<file path="src/sv/fbc_pkg.sv">
// Shared constants and types for the frustum box cull block.
// No dependencies; used by every module of the block.
`timescale 1ns / 1ps

package fbc_pkg;

    // Plane set and register file
    localparam int PLANE_COUNT = 5;
    localparam int REG_COUNT   = 5;
    localparam int MASK_W      = 5;
    localparam int PLANE_W     = 3;
    localparam logic [PLANE_W-1:0] NO_PLANE = 3'd5;

    // Configuration port
    localparam int CFG_W     = 64;
    localparam int CFG_IDX_W = 3;

    // Arithmetic widths
    localparam int AXES    = 3;
    localparam int COORD_W = 16;
    localparam int Q_SHIFT = 14;
    localparam int PROD_W  = 2 * COORD_W;
    localparam int SUM_W   = PROD_W + 2;

    typedef logic signed [COORD_W-1:0] coord_t;
    typedef logic [CFG_W-1:0] plane_t;

    // Box bounds, axis 0 is x, 1 is y, 2 is z
    typedef struct packed {
        coord_t [AXES-1:0] lo;
        coord_t [AXES-1:0] hi;
    } box_t;

endpackage

</file>
<file path="src/sv/fbc_plane_lane.sv">
// One plane test lane: nearest-corner select, three products, sum and compare.
// Depends on fbc_pkg. Two register stages: products, then cull flag.
`timescale 1ns / 1ps

module fbc_plane_lane (
    input  logic            clk,
    input  fbc_pkg::plane_t plane,
    input  fbc_pkg::box_t   box,
    output logic            cull
);

    logic signed [fbc_pkg::PROD_W-1:0]  prod_next [fbc_pkg::AXES];
    logic signed [fbc_pkg::PROD_W-1:0]  prod_reg  [fbc_pkg::AXES];
    logic signed [fbc_pkg::COORD_W-1:0] dist_reg;
    logic signed [fbc_pkg::SUM_W-1:0]   sum_next;
    logic signed [fbc_pkg::SUM_W-1:0]   thresh_next;
    logic                               cull_reg;

    // Corner nearest along the normal: negative component takes the minimum
    always_comb
    begin
        for (int a = 0; a < fbc_pkg::AXES; a++)
        begin
            logic signed [fbc_pkg::COORD_W-1:0] n;
            logic signed [fbc_pkg::COORD_W-1:0] c;
            n = $signed(plane[a*fbc_pkg::COORD_W +: fbc_pkg::COORD_W]);
            c = n[fbc_pkg::COORD_W-1] ? $signed(box.lo[a]) : $signed(box.hi[a]);
            prod_next[a] = n * c;
        end
    end

    // Product stage
    always_ff @(posedge clk)
    begin
        for (int a = 0; a < fbc_pkg::AXES; a++)
        begin
            prod_reg[a] <= prod_next[a];
        end
        dist_reg <= $signed(plane[fbc_pkg::CFG_W-1 -: fbc_pkg::COORD_W]);
    end

    // Exact dot product against distance scaled to Q1.14
    always_comb
    begin
        sum_next = fbc_pkg::SUM_W'(prod_reg[0]) + fbc_pkg::SUM_W'(prod_reg[1])
                 + fbc_pkg::SUM_W'(prod_reg[2]);
        thresh_next = fbc_pkg::SUM_W'(dist_reg) <<< fbc_pkg::Q_SHIFT;
    end

    // Compare stage
    always_ff @(posedge clk)
    begin
        cull_reg <= (sum_next < thresh_next);
    end

    assign cull = cull_reg;

endmodule

</file>
<file path="config.mk">
export PLATFORM = sky130hd
export DESIGN_NAME = fbc_plane_lane
export DESIGN_NICKNAME = d
export VERILOG_FILES = /design/src/sv/fbc_pkg.sv /design/src/sv/fbc_plane_lane.sv
export SDC_FILE = /design/constraint.sdc
export NUM_CORES = 2
export LEC_CHECK = 0
export ABC_CLOCK_PERIOD_IN_PS = 21000
export BUFFER_PORTS_ARGS = -buffer_cell sky130_fd_sc_hd__clkbuf_2
export CAP_MARGIN = 20
export CORE_MARGIN = 4
export CORE_UTILIZATION = 40
export DETAILED_ROUTE_END_ITERATION = 12
export PLACE_DENSITY = 0.59
export SLEW_MARGIN = 30
export SYNTH_ARGS = -nofsm -noshare
export SYNTH_HDL_FRONTEND = slang
export SYNTH_SLANG_ARGS = --single-unit
export TNS_END_PERCENT = 5
</file>
<file path="constraint.sdc">
create_clock -name clk -period 21 [get_ports clk]
set_input_delay 4.2 -clock clk [delete_from_list [all_inputs] [get_ports clk]]
set_output_delay 4.2 -clock clk [all_outputs]
set_load 0.02 [all_outputs]
</file>
---- Word-level counts from Yosys, hierarchy flattened ----
Memories as Yosys holds them, arrays and structs flattened.
Index checks and enable logic that the tools add are counted.
word-level totals
  bits in registers ....................... 17
  bits in latches ......................... 0
  RAM bits ................................ 96
  memory bits (read-only) ................. 0
  output and inout port bits .............. 1
  memories kept ........................... 1
memory list
  name      depth  bits a word  read ports  clocked after memory_dff  write ports  RTL line              RTL
  prod_reg  3      32           3           0                         3            fbc_plane_lane.sv:13  logic signed [fbc_pkg::PROD_W-1:0] prod_reg [fbc_pkg::AXES];
operators by class
  $add $sub $neg .......................... 2
  multipliers ............................. 3
  div/mod/pow operators ................... 0
  magnitude comparators ................... 1
  equal/unequal tests ..................... 0
  shift operators ......................... 0
  muxes and demuxes ....................... 3
  bitwise operators ....................... 0
  reduce and logical (&&, ||, !) cells .... 0
operators with widths
  kind                                                     count
  16-bit by 16-bit multiplier with 32-bit output           3
  16-bit two-way mux                                       3
  33-bit by 32-bit adder with 34-bit output                1
  34-bit by 30-bit less-than comparator with 1-bit output  1
  32-bit by 32-bit adder with 33-bit output                1

---- Depth between registers and ports, before layout ----
An unclocked memory read counts as a cell.
  word-level depth ........................ 4
  depth in mapped cells ................... 28
  depth with buffers taken out ............ 25

---- Worst setup path before layout ----
OpenSTA, ideal clock, no wires.
  path kind ............................... input to register
  start point ............................. input port plane[47]
  end point ............................... memory prod_reg[0][89] (netlist bit)
  library setup time ...................... 0.072 ns
  arrival ................................. 10.565 ns
  slack ................................... 10.363 ns
  cell stages on the path ................. 26
  buffers on the path ..................... 4
  path through ............................ clkbuf_1 clkbuf_1 nand2_1 inv_1 a21o_1 buf_1 nand2_1 fa_1 inv_1 fa_1 fa_1 fa_1 fa_1 inv_1 fa_1 inv_1 ha_1 buf_2 a221oi_2 o21ai_1 a221oi_2 o31ai_1 o31a_1 a311o_1 a21oi_2 xnor2_1
RTL lines
  element             RTL line              RTL
  start: declaration  fbc_plane_lane.sv:7   input fbc_pkg::plane_t plane,
  end: declaration    fbc_plane_lane.sv:13

==> results.yml <==
setup_path:
  arrival_ps: 11100
  worst-path-max-fanout: 20
  critical-path-top-delay-family: "adder cells"
  critPathLaunch: "plane[31]"
  cpMostUsedCell: "fa_1"
  critPathSlowestCell: "a21oi_2"
  worstPathCellList: "clkbuf_2 > inv_1 > a21oi_2 > nor2b_1 > fa_1 > inv_1 > fa_1 > fa_1 > inv_1 > fa_1 > fa_1 > inv_1 > fa_1 > inv_1 > ha_1 > a211oi_1 > o21ai_0 > a211oi_1 > o22a_2 > o221ai_2 > o31ai_2 > mux2i_1 > a2111oi_2"
  cpPeakStageDelay_ps: 700
  rr_startpoint: "prod_reg[0][76]"
  cp-start-kind: "input port"
  endpoint_kind: "flop"
  cp_data_required_time_ps: 21320
  cp_num_buf_inv: 6
  critPathKind: "in -> reg"
clock_tree:
  cts.hold.buffers_added: 0
  htree_levels: 4
  cts_buffers: 17
  cts_resized: 0
  cts_tree: "done"
  clkSinkCount: 113
  clk_latency_ps: 420
  cts_root_buf: "clkbuf_16"
  path_clk_slew_ps: 60
  clk_path_buf_depth: 2
  cts_setup_buffers: 0
final_layout:
  syn_to_final_growth_pct: 7.343
  layout-drive-gt1-share_pct: 6.698
  nets: 5054
  largest_register_ffs: 96
  antenna_cells: 0
  fill_cells: 8571
yosys:
  synth_area_sq_um: 34540
  synth.net_count: 4968
  synth_top_family_by_area: "adder cells"
  synth_cells: 3693
  synth_cell_types: 72
  synth_compound_area_share_pct: 6.752
  synth_xor_area_share_pct: 2.891
  yosysWarnings: 0
  synthAdderAreaFrac_pct: 58.11
  ys.flop_type: "dfxtp_1"
  async_reset_ff_share_pct: 0
  syn_area_per_cell_sq_um: 9.353
  synthMuxAreaShare_pct: 0.2608
  synth_edf_count: 0
  synth_seq_cells: 113
  yosysSeqAreaShare_pct: 6.550
  synth-simple-area-share_pct: 14.54
global_routing:
  grt_pass1_vias: 26220
  antenna_found_initial: 2
  overflow: 0
  grt_start_max_net_pins: 21
  grt_pass1_wl_um: 136900
  grt_usage_pct: 18.78
die:
  fp-row-count: 107
  dieArea_sq_um: 91110
  die_x_um: 301.9
  start_util_pct: 40.44
  design.portCount: 162
  coreArea_sq_um: 85410
  die_h_um: 301.9
sta:
  hold_viol: 0
  rsz0062_at_grt: "no"
  period_needed_ps: 10780
  slew_violations: 0
  setup_tns_ps: 0
  slew_headroom_pct: 35.91
  worst_pin_slew_ps: 961.3
  fmax_mhz: 92.77
  fin_crit_sh_pct: 51.33
  setup_viol: 0
  skew_ps: 16.85
place:
  hpwl_um: 68670
  port-buffer-count: 161
  gp_congestion: 0.8383
drt:
  drcViolationCount: 0
  vias: 24240
  antenna_left: 0
  avgViaCountPerCell: 4.911
  wirelength_um: 81420
  routedWlPerCell_um: 16.49
  dr.pass1.iters: 5
  drtIter0Drc: 1267
hold_path:
  hold_path.startpoint: "dist_reg[15]"
  hold_class: "reg -> reg"
flow_run:
  cap_violations: 0
outcome:
  status: "finished clean"
-- layer usage --
layer / GRT usage (%) / part of all wire, % / wire (um)
met1: 26.08 / 45 / 36630
met2: 32.12 / 50 / 40480
met3: 1.758 / 3.3 / 2648
met4: 4.132 / 2.0 / 1660
met5: 0 / 0 / 0
-- cell families after synthesis --
group,Yosys count
buf+inv,1002
xor+xnor,114
simple gates,1000
compound gates,341
mux,9
flops,113
fa+ha+maj,1114
-- layout by cell type, fill, tap and decap left out, drive strengths merged, types with 91 or more instances in the layout --
cell and n:
nor2b 228, clkbuf 179, nand2 371, a21oi 91, nor2 102, fa 817, xnor2 91, ha 297
dfxtp 113, inv 898, and2 159
-- synthesized netlist by cell type (4+ instances only) --
master	n	share of area, %
a211o_1	4	0.10
a211oi_1	21	0.46
a21boi_0	9	0.20
a21o_1	62	1.3
a21oi_1	89	1.3
a31oi_1	10	0.18
and2_1	159	2.9
and3_1	7	0.13
buf_1	5	0.054
clkbuf_1	107	1.2
dfxtp_1	113	6.5
fa_1	817	47
ha_1	297	11
inv_1	889	9.7
mux2i_1	9	0.26
nand2_1	371	4.0
nand2b_1	35	0.63
nand3_1	24	0.35
nand4_1	9	0.16
nor2_1	102	1.1
nor2b_1	228	4.1
nor3_1	31	0.45
nor4_1	4	0.072
o211ai_1	13	0.28
o21a_1	13	0.28
o21ai_0	49	0.71
o21ai_1	8	0.12
o21bai_1	5	0.11
o221ai_1	4	0.10
o31ai_1	7	0.15
or2_2	14	0.25
or3_1	8	0.14
xnor2_1	91	2.3
xor2_1	23	0.58
-- final cells by class --
cell class	count	area, sq um	area share, %
Multi-Input combinational cell	2578	28540	76.97
Inverter	889	3337	9.000
Sequential cell	113	2262	6.102
Tap cell	1144	1431	3.861
Timing Repair Buffer	180	948.4	2.558
Clock buffer	18	439.2	1.185
Clock inverter	14	120.1	0.3240
-- through the flow --
stage / cell area (sq um) / worst slack, ps / utilization [%] / hold slack, ps / cells
after global placement: 36510 / 9676 / 42.74 / 902.2 / 4904
final: 37080 / 10220 / 43.41 / 892.8 / 4936
after detailed placement: 36520 / 9792 / 42.75 / 904.5 / 4904
after floorplan: 34540 / 10360 / - / 681.7 / 3693
after global routing: 37080 / 9697 / 43.41 / 987.2 / 4936
after CTS: 37080 / 10220 / 43.41 / 923.7 / 4936
-- path summary, 6_finish.rpt --
path	to	slack, ps	cells after the start
worst max-delay path	prod_reg[0][63]	10220	23
worst min-delay path	cull	890	3
worst min register to register	cull	890	3
worst max register to register	cull	16160	18
-- worst min-delay path, stage by stage, from the launching register on --
cell	delay [ps]
dfxtp_1	300
inv_1	140
ha_1	200
mux2i_1	150
Power is not shown: default switching activity piles up to over one toggle a cycle in this logic, so the estimate is an artifact.
